<file path="src/rtl/assert_macros.svh">
// Assertion macros used by the walker RTL.
// No dependencies; included by files that carry concurrent checks.
`ifndef ASSERT_MACROS_SVH
`define ASSERT_MACROS_SVH

`ifndef SYNTHESIS
// Same-cycle implication, disabled while reset is high.
`define SV39_ASSERT_IMPL(name, clk, rst, ante, cons) \
   name: assert property (@(posedge clk) disable iff (rst) (ante) |-> (cons)) \
      else $error("implication check failed");
// Next-cycle implication, disabled while reset is high.
`define SV39_ASSERT_NEXT(name, clk, rst, ante, cons) \
   name: assert property (@(posedge clk) disable iff (rst) (ante) |=> (cons)) \
      else $error("next-cycle check failed");
`else
`define SV39_ASSERT_IMPL(name, clk, rst, ante, cons)
`define SV39_ASSERT_NEXT(name, clk, rst, ante, cons)
`endif

`endif

</file>
<file path="src/rtl/sv39ptw_pkg.sv">
// Shared types and constants of the Sv39 page-table walker.
// No dependencies; imported by every other file of the block but assert_macros.svh.
package sv39ptw_pkg;

   // Table store geometry
   localparam int PAGES   = 16;
   localparam int SLOTS   = 512;
   localparam int IDX_W   = 9;
   localparam int PAGE_W  = (PAGES > 1) ? $clog2(PAGES) : 1;
   localparam int ADDR_W  = PAGE_W + IDX_W;
   localparam int DEPTH   = PAGES * SLOTS;
   localparam int CMP_W   = 9;

   // Field widths
   localparam int PGNUM_W = 4;
   localparam int ROOT_W  = 8;
   localparam int VA_W    = 39;
   localparam int PTE_W   = 64;
   localparam int PA_W    = 56;
   localparam int PPN_W   = 44;
   localparam int LEVEL_W = 2;

   // PTE bit positions
   localparam int PTE_V   = 0;
   localparam int PTE_R   = 1;
   localparam int PTE_W_B = 2;
   localparam int PTE_X   = 3;
   localparam int PTE_G   = 5;
   localparam int PPN_LSB = 10;

   // Walk levels
   localparam logic [LEVEL_W-1:0] LVL_4KB = 2'd0;
   localparam logic [LEVEL_W-1:0] LVL_2MB = 2'd1;
   localparam logic [LEVEL_W-1:0] LVL_1GB = 2'd2;

   // Request kinds on the input channel
   localparam logic KIND_WRITE = 1'b0;
   localparam logic KIND_XLATE = 1'b1;

   // Command queue between front and back
   localparam int QDEPTH = 2;
   localparam int QPTR_W = 1;
   localparam int QCNT_W = 2;

   typedef enum logic [1:0] {
      CMD_WRITE,
      CMD_WALK,
      CMD_FAULT
   } cmd_type;

   typedef struct packed {
      cmd_type                cmd;
      logic [PAGE_W-1:0]      page;   // write page, or root page of a walk
      logic [IDX_W-1:0]       index;
      logic [PTE_W-1:0]       value;
      logic [VA_W-1:0]        va;
   } item_type;

   typedef struct packed {
      logic full;
      logic empty;
   } queue_status_type;

   typedef enum logic [1:0] {
      ST_CLEAR,
      ST_IDLE,
      ST_LOOK
   } walk_state_type;

endpackage

</file>
<file path="src/rtl/sv39ptw_queue.sv">
// Short command queue between front end and walk engine.
// Depends on sv39ptw_pkg for the item type and depth.
module sv39ptw_queue (
   input  logic                           clock,
   input  logic                           reset,
   input  logic                           push,
   input  sv39ptw_pkg::item_type          push_item,
   input  logic                           pop,
   output sv39ptw_pkg::item_type          head,
   output sv39ptw_pkg::queue_status_type  status
);
   import sv39ptw_pkg::*;

   item_type            slot_ff [QDEPTH];
   logic [QPTR_W-1:0]   wr_ptr_ff;
   logic [QPTR_W-1:0]   wr_ptr_in;
   logic [QPTR_W-1:0]   rd_ptr_ff;
   logic [QPTR_W-1:0]   rd_ptr_in;
   logic [QCNT_W-1:0]   count_ff;
   logic [QCNT_W-1:0]   count_in;
   logic                do_push;
   logic                do_pop;

   assign status.full  = count_ff == QCNT_W'(QDEPTH);
   assign status.empty = count_ff == '0;
   assign do_push      = push && !status.full;
   assign do_pop       = pop && !status.empty;
   assign head         = slot_ff[rd_ptr_ff];

   // Pointer and count update
   always_comb begin
      wr_ptr_in = wr_ptr_ff;
      rd_ptr_in = rd_ptr_ff;
      count_in  = count_ff;
      if (do_push) begin
         wr_ptr_in = (wr_ptr_ff == QPTR_W'(QDEPTH - 1)) ? '0 : wr_ptr_ff + QPTR_W'(1);
      end
      if (do_pop) begin
         rd_ptr_in = (rd_ptr_ff == QPTR_W'(QDEPTH - 1)) ? '0 : rd_ptr_ff + QPTR_W'(1);
      end
      if (do_push && !do_pop) begin
         count_in = count_ff + QCNT_W'(1);
      end else if (do_pop && !do_push) begin
         count_in = count_ff - QCNT_W'(1);
      end
   end

   always_ff @(posedge clock) begin
      if (reset) begin
         wr_ptr_ff <= '0;
         rd_ptr_ff <= '0;
         count_ff  <= '0;
      end else begin
         wr_ptr_ff <= wr_ptr_in;
         rd_ptr_ff <= rd_ptr_in;
         count_ff  <= count_in;
      end
   end

   // Storage
   always_ff @(posedge clock) begin
      if (do_push) begin
         slot_ff[wr_ptr_ff] <= push_item;
      end
   end

endmodule

</file>
<file path="config.mk">
export PLATFORM = sky130hd
export DESIGN_NAME = sv39ptw_queue
export DESIGN_NICKNAME = d
export VERILOG_FILES = /design/src/rtl/assert_macros.svh /design/src/rtl/sv39ptw_pkg.sv /design/src/rtl/sv39ptw_queue.sv
export SDC_FILE = /design/constraint.sdc
export NUM_CORES = 1
export LEC_CHECK = 0
export BUFFER_PORTS_ARGS = -buffer_cell sky130_fd_sc_hd__buf_4
export CELL_PAD_IN_SITES_DETAIL_PLACEMENT = 0
export CELL_PAD_IN_SITES_GLOBAL_PLACEMENT = 1
export CORE_ASPECT_RATIO = 0.7
export CORE_MARGIN = 3
export CORE_UTILIZATION = 44
export CTS_BUF_LIST = sky130_fd_sc_hd__clkbuf_16
export CTS_CLUSTER_SIZE = 20
export DETAILED_ROUTE_END_ITERATION = 10
export GPL_ROUTABILITY_DRIVEN = 0
export PLACE_DENSITY = 0.78
export SYNTH_ARGS = -nofsm -noshare
export SYNTH_HDL_FRONTEND = slang
export SYNTH_SLANG_ARGS = --single-unit
</file>
<file path="constraint.sdc">
create_clock -name clock -period 6.2 [get_ports clock]
set_clock_uncertainty 0.1 [all_clocks]
set_input_delay 1.55 -clock clock [delete_from_list [all_inputs] [get_ports clock]]
set_output_delay 1.55 -clock clock [all_outputs]
set_load 0.005 [all_outputs]
</file>
==> flow_summary.toml <==
[status]
status = "completed"

[yosys]
synthArstFlopShare = 0
synth.top_cells.by_area = "edfxtp_1, mux2_2, mux2_4, dfxtp_1, buf_2"
synth_top_area_share = 0.805
synthFlopType = "edfxtp_1"
synth.avg_cell_area_sq_um = 22.4
yosysSeqAreaShare = 0.817
synth.most_common_cell = "edfxtp_1"
synth_seq_cells = 241
synth_common_cells = "edfxtp_1, mux2_2, mux2_4, buf_2"
mappedNetlistArea_sq_um = 8800
synth-edff-count = 236
syn_inst = 392
synth_top_cell_by_area = "edfxtp_1"
ys_types = 15
synth_nets = 515
ys_warn_count = 0

[critical_path]
worstPathArrival_ns = 2.54
max_stage_delay_ns = 0.97
critPathMaxFanout = 65
r2r-end = "slot_ff[0][102]"
path_class = "reg2out"
rr_worst_depth = 4
slowest_stage = "dfxtp_4"
crit_family = "flip-flops"
crit_chain = "buf_4, mux2_2, buf_4"
cp.buffers_inverters = 2
required_ns = 4.55
r2r-start = "count_ff[0]"
cp-start-kind = "register"
cp_common_cell = "buf_4"
worst_setup_path_end_kind = "output port"
r2r_slack_ns = 3.72

[grt]
grt_first_pass_wirelength_mm = 27.4
grt_max_degree = 66
grt_overflow = 0
grt_util_all_layers = 0.161
grt_pass1_vias = 4939
antenna_found_initial = 0

[drt]
viasPerCell = 4.89
wire_per_inst_um = 19.7
drc = 0
wirelength_mm = 18.3
dr.pass1.iters = 4
drtAntennaViolNets = 0
dr.first_iter.drc_count = 335
num_vias = 4552

[final_layout]
final_layout_size_suffix_gt1_frac = 0.600
layout.nets = 774
diodes = 0
post-route-util = 0.606
area_delta_synth_final_pct = 32.6

[clock_network]
cts-resized-gates = 0
htree_num_levels = 1
path_clk_slew_ns = 0.07
worstSkewPairLatency_ns = 0.50
root_buffer = "clkbuf_16"
cts_tree = "built"
cts_buffers = 23
cts.path.max_buffers = 3
cts_hold_buf = 0
post_cts_buffers = 0
cts.sinks = 241

[sta]
fmax_mhz = 239
fin_crit_ns = 4.19
hold_viol_final = 0
tns_ns = 0
slew_headroom = 0.335
setup_viol = 0
timing_worst_slew_pin_value_ns = 0.997
post-route-period-util = 0.676
rsz0062_at_grt = "false"
slew_violations = 0

[die]
rows = 42
design.die.area_sq_um = 21800
core_sq_um = 19200
die_y_um = 124
die_x_um = 175
ios = 242
start_util = 0.457

[flow_run]
cap_violations = 0

[hold_path]
hp-class = "reg2reg"
min_to = "wr_ptr_ff"
hold_depth = 2
hp-start = "wr_ptr_ff"

[placement]
port_buffers = 241
dp.final_hpwl_mm = 12.6

[pwr]
power_density_nw_per_um2 = 401
leakagePower_uw = 0.00438
irDropWorstVdd_mv = 0.288
==> state kept, by name (all words and copies together) (netlist names), named ones only <==
name,cells
count_ff,2
slot_ff,236
rd_ptr_ff,1
wr_ptr_ff,1
==> logic make-up (layout without fill, tap and decap cells) <==
logic type / after synthesis / in the layout / synth area share
AO/OA/AOI/OAI: 5 / 5 / 0.00284
multiplexers: 118 / 118 / 0.160
flip-flops: 241 / 241 / 0.817
AND/OR/NAND/NOR: 9 / 9 / 0.00526
adder cells (fa/ha/maj): 1 / 1 / 0.00142
buffers and inverters: 15 / 290 / 0.0111
XOR/XNOR: 3 / 3 / 0.00299
==> worst reg2reg max path, cell delays in order (launching register included) <==
cell and delay, ns:
dfxtp_1 0.44, nor2b_2 0.09, or3_1 0.38, inv_4 0.50, buf_4 0.58
==> how the worst max path moves through the flow <==
| stage | startpoint | to | slack (ns) | cells after the start |
|---|---|---|---|---|
| 2_1_floorplan | push | slot_ff[1][0] | 1.15 | 3 |
| 3_5_place_dp | register | head[33] | 2.48 | 3 |
| 4_1_cts | register | head[33] | 1.93 | 3 |
| 6_report | register | head[33] | 2.01 | 3 |
| 5_1_grt | register | head[33] | 1.81 | 3 |
| 3_3_place_gp | register | head[16] | 2.51 | 3 |
==> placed cells by master (no fill, tap or decap), types with 2 or more instances in the layout <==
cell,count
a21oi_1,2
buf_4,247
bufinv_16,4
clkbuf_16,23
clkinv_1,4
clkinvlp_4,2
dfxtp_1,4
edfxtp_1,236
inv_1,7
mux2_2,98
mux2_4,20
nor2_1,5
o21ai_0,3
or3_1,2
xor2_1,3
==> final cells by class <==
class | instances | area, sq um
well taps | 264 | 330
inverters | 2 | 10.0
clock buffers | 23 | 576
flip-flops and latches | 241 | 7190
clock inverters | 18 | 186
fillers | 1446 | 7570
multi-input cells | 136 | 1520
repair buffers | 247 | 1850
==> through the flow <==
step | hold WS (ns) | instance area, sq um | cells | worst slack [ns] | power [uW]
after floorplan | 0.352 | 8800 | 392 | 1.15 | 2760
after global placement | 0.369 | 10900 | 890 | 2.51 | 3310
after detailed placement | 0.380 | 10900 | 890 | 2.48 | 3340
after CTS | 0.390 | 11700 | 931 | 1.93 | 4740
after global routing | 0.419 | 11700 | 931 | 1.81 | 4890
final | 0.392 | 11700 | 931 | 2.01 | 4680
==> layer usage <==
| metal | global-route usage | share of wire |
|---|---|---|
| met5 | 0 | 0 |
| met4 | 0.0398 | 0.024 |
| met3 | 0.0579 | 0.11 |
| met2 | 0.242 | 0.44 |
| met1 | 0.227 | 0.43 |
==> where the power goes <==
part | switching (uW) | leakage (uW) | internal [uW]
Clock | 547 | 0.000387 | 840
Sequential | 119 | 0.00225 | 2050
Combinational | 462 | 0.00175 | 658
Total | 1130 | 0.00438 | 3550
Note: power is estimated with default switching activity, not from simulation.
