File: src/rtl/assert_macros.svh
// Assertion macros used by the walker RTL.
// No dependencies; included by files that carry concurrent checks.
`ifndef ASSERT_MACROS_SVH
`define ASSERT_MACROS_SVH

`ifndef SYNTHESIS
// Same-cycle implication, disabled while reset is high.
`define SV39_ASSERT_IMPL(name, clk, rst, ante, cons) \
   name: assert property (@(posedge clk) disable iff (rst) (ante) |-> (cons)) \
      else $error("implication check failed");
// Next-cycle implication, disabled while reset is high.
`define SV39_ASSERT_NEXT(name, clk, rst, ante, cons) \
   name: assert property (@(posedge clk) disable iff (rst) (ante) |=> (cons)) \
      else $error("next-cycle check failed");
`else
`define SV39_ASSERT_IMPL(name, clk, rst, ante, cons)
`define SV39_ASSERT_NEXT(name, clk, rst, ante, cons)
`endif

`endif

File: src/rtl/sv39ptw_pkg.sv
// Shared types and constants of the Sv39 page-table walker.
// No dependencies; imported by every other file of the block but assert_macros.svh.
package sv39ptw_pkg;

   // Table store geometry
   localparam int PAGES   = 16;
   localparam int SLOTS   = 512;
   localparam int IDX_W   = 9;
   localparam int PAGE_W  = (PAGES > 1) ? $clog2(PAGES) : 1;
   localparam int ADDR_W  = PAGE_W + IDX_W;
   localparam int DEPTH   = PAGES * SLOTS;
   localparam int CMP_W   = 9;

   // Field widths
   localparam int PGNUM_W = 4;
   localparam int ROOT_W  = 8;
   localparam int VA_W    = 39;
   localparam int PTE_W   = 64;
   localparam int PA_W    = 56;
   localparam int PPN_W   = 44;
   localparam int LEVEL_W = 2;

   // PTE bit positions
   localparam int PTE_V   = 0;
   localparam int PTE_R   = 1;
   localparam int PTE_W_B = 2;
   localparam int PTE_X   = 3;
   localparam int PTE_G   = 5;
   localparam int PPN_LSB = 10;

   // Walk levels
   localparam logic [LEVEL_W-1:0] LVL_4KB = 2'd0;
   localparam logic [LEVEL_W-1:0] LVL_2MB = 2'd1;
   localparam logic [LEVEL_W-1:0] LVL_1GB = 2'd2;

   // Request kinds on the input channel
   localparam logic KIND_WRITE = 1'b0;
   localparam logic KIND_XLATE = 1'b1;

   // Command queue between front and back
   localparam int QDEPTH = 2;
   localparam int QPTR_W = 1;
   localparam int QCNT_W = 2;

   typedef enum logic [1:0] {
      CMD_WRITE,
      CMD_WALK,
      CMD_FAULT
   } cmd_type;

   typedef struct packed {
      cmd_type                cmd;
      logic [PAGE_W-1:0]      page;   // write page, or root page of a walk
      logic [IDX_W-1:0]       index;
      logic [PTE_W-1:0]       value;
      logic [VA_W-1:0]        va;
   } item_type;

   typedef struct packed {
      logic full;
      logic empty;
   } queue_status_type;

   typedef enum logic [1:0] {
      ST_CLEAR,
      ST_IDLE,
      ST_LOOK
   } walk_state_type;

endpackage

File: src/rtl/sv39ptw_ifs.sv
// Request and response channel interfaces of the page-table walker.
// Depends on sv39ptw_pkg for field widths.
interface sv39ptw_req_if;
   import sv39ptw_pkg::*;
   logic                 valid;
   logic                 ready;
   logic                 kind;
   logic [PGNUM_W-1:0]   page_number;
   logic [IDX_W-1:0]     entry_index;
   logic [PTE_W-1:0]     entry_value;
   logic [VA_W-1:0]      virtual_address;

   modport source (output valid, kind, page_number, entry_index, entry_value,
                   virtual_address, input ready);
   modport sink   (input valid, kind, page_number, entry_index, entry_value,
                   virtual_address, output ready);
endinterface


File: src/rtl/sv39ptw_front.sv
// Front end: takes requests, holds the root register, classifies commands.
// Depends on sv39ptw_pkg and sv39ptw_req_if.
module sv39ptw_front (
   input  logic                             clock,
   input  logic                             reset,
   sv39ptw_req_if.sink                      req_if,
   input  logic                             csr_wr_en,
   input  logic [sv39ptw_pkg::ROOT_W-1:0]   csr_wr_data,
   input  logic                             clearing,
   input  sv39ptw_pkg::queue_status_type    q_status,
   output logic                             q_push,
   output sv39ptw_pkg::item_type            q_item
);
   import sv39ptw_pkg::*;

   logic [ROOT_W-1:0] root_ff;
   logic [ROOT_W-1:0] root_in;
   logic              accept;
   logic              wr_in_store;
   logic              root_in_store;

   // Root page register
   always_comb begin
      root_in = root_ff;
      if (csr_wr_en) begin
         root_in = csr_wr_data;
      end
   end

   always_ff @(posedge clock) begin
      if (reset) begin
         root_ff <= '0;
      end else begin
         root_ff <= root_in;
      end
   end

   // Hold off requests while the store is being cleared or the queue is full
   assign req_if.ready = !q_status.full && !clearing;
   assign accept       = req_if.valid && req_if.ready;

   assign wr_in_store   = CMP_W'(req_if.page_number) < CMP_W'(PAGES);
   assign root_in_store = CMP_W'(root_ff) < CMP_W'(PAGES);

   // Classify: writes outside the store are dropped here
   always_comb begin
      q_item.index = req_if.entry_index;
      q_item.value = req_if.entry_value;
      q_item.va    = req_if.virtual_address;
      if (req_if.kind == KIND_WRITE) begin
         q_item.cmd  = CMD_WRITE;
         q_item.page = PAGE_W'(req_if.page_number);
         q_push      = accept && wr_in_store;
      end else begin
         q_item.cmd  = root_in_store ? CMD_WALK : CMD_FAULT;
         q_item.page = PAGE_W'(root_ff);
         q_push      = accept;
      end
   end

endmodule

File: src/flat_wrapper.sv
// flat-port wrapper written by rule: the top's interface ports become plain ports
module sv39ptw_front_flat import sv39ptw_pkg::*;
  (clock, reset, csr_wr_en, csr_wr_data, clearing, q_status, q_push, q_item, req_if_valid, req_if_kind, req_if_page_number, req_if_entry_index, req_if_entry_value, req_if_virtual_address, req_if_ready);
  sv39ptw_req_if req_if_i ();
  input  logic clock;
  input  logic reset;
  input  logic csr_wr_en;
  input  logic [sv39ptw_pkg::ROOT_W-1:0] csr_wr_data;
  input  logic clearing;
  input  sv39ptw_pkg::queue_status_type q_status;
  output logic q_push;
  output sv39ptw_pkg::item_type q_item;
  input wire logic [$bits(req_if_i.valid)-1:0] req_if_valid;
  input wire logic [$bits(req_if_i.kind)-1:0] req_if_kind;
  input wire logic [$bits(req_if_i.page_number)-1:0] req_if_page_number;
  input wire logic [$bits(req_if_i.entry_index)-1:0] req_if_entry_index;
  input wire logic [$bits(req_if_i.entry_value)-1:0] req_if_entry_value;
  input wire logic [$bits(req_if_i.virtual_address)-1:0] req_if_virtual_address;
  output wire logic [$bits(req_if_i.ready)-1:0] req_if_ready;
  assign req_if_i.valid = req_if_valid;
  assign req_if_i.kind = req_if_kind;
  assign req_if_i.page_number = req_if_page_number;
  assign req_if_i.entry_index = req_if_entry_index;
  assign req_if_i.entry_value = req_if_entry_value;
  assign req_if_i.virtual_address = req_if_virtual_address;
  assign req_if_ready = req_if_i.ready;
  sv39ptw_front u_core (.clock(clock), .reset(reset), .req_if(req_if_i), .csr_wr_en(csr_wr_en), .csr_wr_data(csr_wr_data), .clearing(clearing), .q_status(q_status), .q_push(q_push), .q_item(q_item));
endmodule
File: config.mk
export PLATFORM = sky130hd
export DESIGN_NAME = sv39ptw_front_flat
export DESIGN_NICKNAME = d
export VERILOG_FILES = /design/src/rtl/assert_macros.svh /design/src/rtl/sv39ptw_pkg.sv /design/src/rtl/sv39ptw_ifs.sv /design/src/rtl/sv39ptw_front.sv /design/src/flat_wrapper.sv
export SDC_FILE = /design/constraint.sdc
export NUM_CORES = 1
export LEC_CHECK = 0
export ABC_CLOCK_PERIOD_IN_PS = 1100
export BUFFER_PORTS_ARGS = -buffer_cell sky130_fd_sc_hd__buf_2
export CAP_MARGIN = 15
export CORE_AREA = 2 2 97 99
export DETAILED_ROUTE_END_ITERATION = 7
export DIE_AREA = 0 0 99 101
export MAX_ROUTING_LAYER = met4
export SETUP_SLACK_MARGIN = 0.4
export SKIP_CTS_REPAIR_TIMING = 1
export SYNTH_ARGS = -nofsm -noshare
export SYNTH_HDL_FRONTEND = slang
export SYNTH_SLANG_ARGS = --single-unit
File: constraint.sdc
create_clock -name clock -period 1.1 [get_ports clock]
set_clock_uncertainty 0.15 [all_clocks]
set_input_delay 0.22 -clock clock [delete_from_list [all_inputs] [get_ports clock]]
set_output_delay 0.22 -clock clock [all_outputs]
set_load 0.005 [all_outputs]
==> metrics.md <==
| Metric | Value |
|---|---|
| FF-to-FF End | u_core.root_ff[7] |
| Registers with the highest flip-flop counts | u_core.root_ff (8) |
| Unique cell type count in the Yosys netlist | 9 |
| Antenna violations before repair | 0 |
| Total clock buffers created by CTS | 3 |
| Clock Tree Buf Depth | 2 |
| Synth Flop Type | sky130_fd_sc_hd__dfxtp_1 |
| Starting DRC count in detailed routing | 1 |
| Post-route setup slack | -351 ps |
| Die extent in x | 99 µm |
| Number of synthesized register bits | 8 |
| Tot Pwr | 0.838 mW |
| Fraction of final layout cells sized beyond drive strength 1 | 70.8% |
| Post-route fraction of the period consumed by the critical path | 132% |
| I/O pin count | between 200 and 300 |
| Final min period | approximately 1500 ps |
| Floorplan die height | 101 µm |
| Min-delay worst type | primary input to flop |
| Initial core utilization | 13.4% |
| WP data required | between 700 and 800 ps |
| Number of inserted diodes | 0 |
| Multi-input logic area | 221 µm² |
| Main area contributors after synthesis | sky130_fd_sc_hd__buf_4 71%, sky130_fd_sc_hd__dfxtp_1 13%, sky130_fd_sc_hd__mux2i_1 6.7% |
| Pwr/cell area | around 1100 nW/µm² |
| Number of flip-flops in the largest register | 8 |
| Clock tree root driver cell | sky130_fd_sc_hd__clkbuf_8 |
| Post-synthesis net count | 279 |
| Routability cong. | 0.627 |
| Fraction of synthesized cell area taken by the top area cell type | 70.6% |
| Setup Viol. Count Final | 6 |
| Global-route wire length before repair | 2940 µm |
| Fraction of synthesis flops using an asynchronous set or reset pin | 0% |
| Clock Pin Slew Worst Setup and Hold Paths | 40 ps |
| RSZ-0062 raised after global routing | yes |
| Synthesized netlist cell count | 147 |
| Element type at the critical path end | output pin |
| Mapped Avg Cell Area | 8.18 µm² |
| Yosys warning count | 0 |
| Antenna Violating Nets Remaining | 0 |
| Clock tree from TritonCTS | built |
| Maximum vdd drop | 0.258 mV |
| Initial DRT Pass Iterations | 3 |
| Highest fanout seen on the critical path | 2 |
| Number of hold violations in the final report | 0 |
| Largest area contributor in the synthesized netlist | sky130_fd_sc_hd__buf_4 |
| Crit Path Category | flop to output pin |
| Global-route congestion overflow total | 0 |
| Fill cell instance count of the final layout | 1022 |
| Detailed-route wire length per cell | 13.1 µm |
| Maximum capacitance violations | 0 |
| Num rows | 35 |
| Status | finished, violations left |
| End point of the critical path | q_item[116] |
| Number of vias per cell after detailed routing | 2.95 |
| Reg with most FFs | u_core.root_ff |
| Die Footprint | ~10000 µm² |
| Startpoint of the most critical setup path | u_core.root_ff[7] |
| Worst Reg-to-Reg Cells | 3 |
| Reg-to-reg setup timing slack | 210 ps |
| Headroom to the max-slew limit | 86.3% |
| Final Core Density | 8.63% |
| Core box area | roughly 9000 µm² |
| Maximum number of pins on one net before global-route repair | 9 |
| Net total in the final layout | 199 |
| Leak pwr | 0.338 nW |
| Detailed Route WL | 2300 µm |
| Pins Over Slew Limit | 0 |
| Post-synthesis sequential area ratio | 13.3% |
| Maximum clock frequency | 689 MHz |
| Global-route usage over all layers | between 4 and 5% |
| Number of synthesized flops with an enable pin | 0 |
| Worst-skew pair later-pin latency | roughly 220 ps |
| Vias in the first global route | between 500 and 600 |
| Worst reg2reg startpoint | u_core.root_ff[7] |
| Area added between synthesis and finish | -35.6% |
| Violations in the final reports | negative setup slack |
| Via count | 520 |
| Count of buffers from port buffering | 26 |
| TritonCTS sink count | 8 |
| Most used standard cells in the synthesized netlist | 113 x sky130_fd_sc_hd__buf_4, 9 x sky130_fd_sc_hd__nor2_1, 8 x sky130_fd_sc_hd__dfxtp_1, 8 x sky130_fd_sc_hd__mux2i_1, 4 x sky130_fd_sc_hd__mux2_2 |
| Clock H-tree levels | 1 |
| Detailed-route DRC error count | 0 |
| Arr. time, crit path | 1080 ps |
| Slew at the pin with the worst max-slew slack | 204 ps |
| Post-synthesis instance area | 1200 µm² |
| Top-count cell post-synth | sky130_fd_sc_hd__buf_4 |
| Startpoint types | flop |
| Seq. cell area | 173 µm² |
-- cells by family (layout without fill, tap and decap cells) --
| kind of cell | after synthesis | after routing | synth area share [%] |
|---|---|---|---|
| AND/OR/NAND/NOR | 13 | 13 | 5.41 |
| multiplexers | 12 | 12 | 10.4 |
| buffers and inverters | 114 | 32 | 70.9 |
| flip-flops | 8 | 8 | 13.3 |
-- per-stage QoR --
step	worst slack, ps	cells	setup TNS (ps)	cell area [µm²]	hold WS [ps]
after floorplan	0.978	147	0	1660	217
after global placement	-136	173	-549	664	290
after detailed placement	-168	173	-655	664	290
after CTS	-413	176	-1440	706	83.5
after global routing	-426	176	-1570	774	90.6
final	-351	176	-1320	774	82.3
-- area by class of cell --
cell class                      count  share of cell area (%)
Multi-Input combinational cell     25                    28.6
Timing Repair Buffer               29                    25.8
Sequential cell                     8                    22.3
Tap cell                          111                    17.9
Clock buffer                        3                    5.33
-- worst min-delay path by stage --
stage | start | endpoint | cells past startpoint | slack [ps]
after global placement | req_if_entry_value[63] | q_item[102] | 0 | 290
final | csr_wr_data[2] | u_core.root_ff[2] | 3 | 80
after global routing | csr_wr_data[2] | u_core.root_ff[2] | 3 | 90
after CTS | csr_wr_data[0] | u_core.root_ff[0] | 3 | 80
after detailed placement | req_if_entry_value[63] | q_item[102] | 0 | 290
after floorplan | csr_wr_data[0] | u_core.root_ff[0] | 2 | 220
-- routing by layer --
metal	vias up	GRT usage (%)	part of all wire, %
li1	177	-	-
met1	203	1.74	17
met2	95	6.34	47
met3	45	3.74	23
met4	0	6.32	12
met5	-	-	0
-- layout by cell type, fill, tap and decap left out, types with 2 or more instances in the layout --
| cell | Yosys | final |
|---|---|---|
| sky130_fd_sc_hd__and2_1 | 2 | 2 |
| sky130_fd_sc_hd__buf_2 | 0 | 19 |
| sky130_fd_sc_hd__buf_6 | 0 | 8 |
| sky130_fd_sc_hd__clkbuf_8 | 0 | 3 |
| sky130_fd_sc_hd__dfxtp_2 | 0 | 7 |
| sky130_fd_sc_hd__mux2_4 | 0 | 4 |
| sky130_fd_sc_hd__mux2i_1 | 8 | 8 |
| sky130_fd_sc_hd__nor2_1 | 9 | 8 |
-- power by group --
part	switching, mW	internal (mW)	leakage (nW)	total (mW)
Clock	0.108	0.236	0.0216	0.344
Sequential	0.0135	0.311	0.0692	0.325
Combinational	0.0578	0.111	0.248	0.169
-- critical path, cell delays in order (launching register included) --
cell	delay [ps]
sky130_fd_sc_hd__dfxtp_2	330
sky130_fd_sc_hd__nor4_4	270
sky130_fd_sc_hd__and2_1	150
sky130_fd_sc_hd__buf_2	100
(Power assumes the default switching activity.)
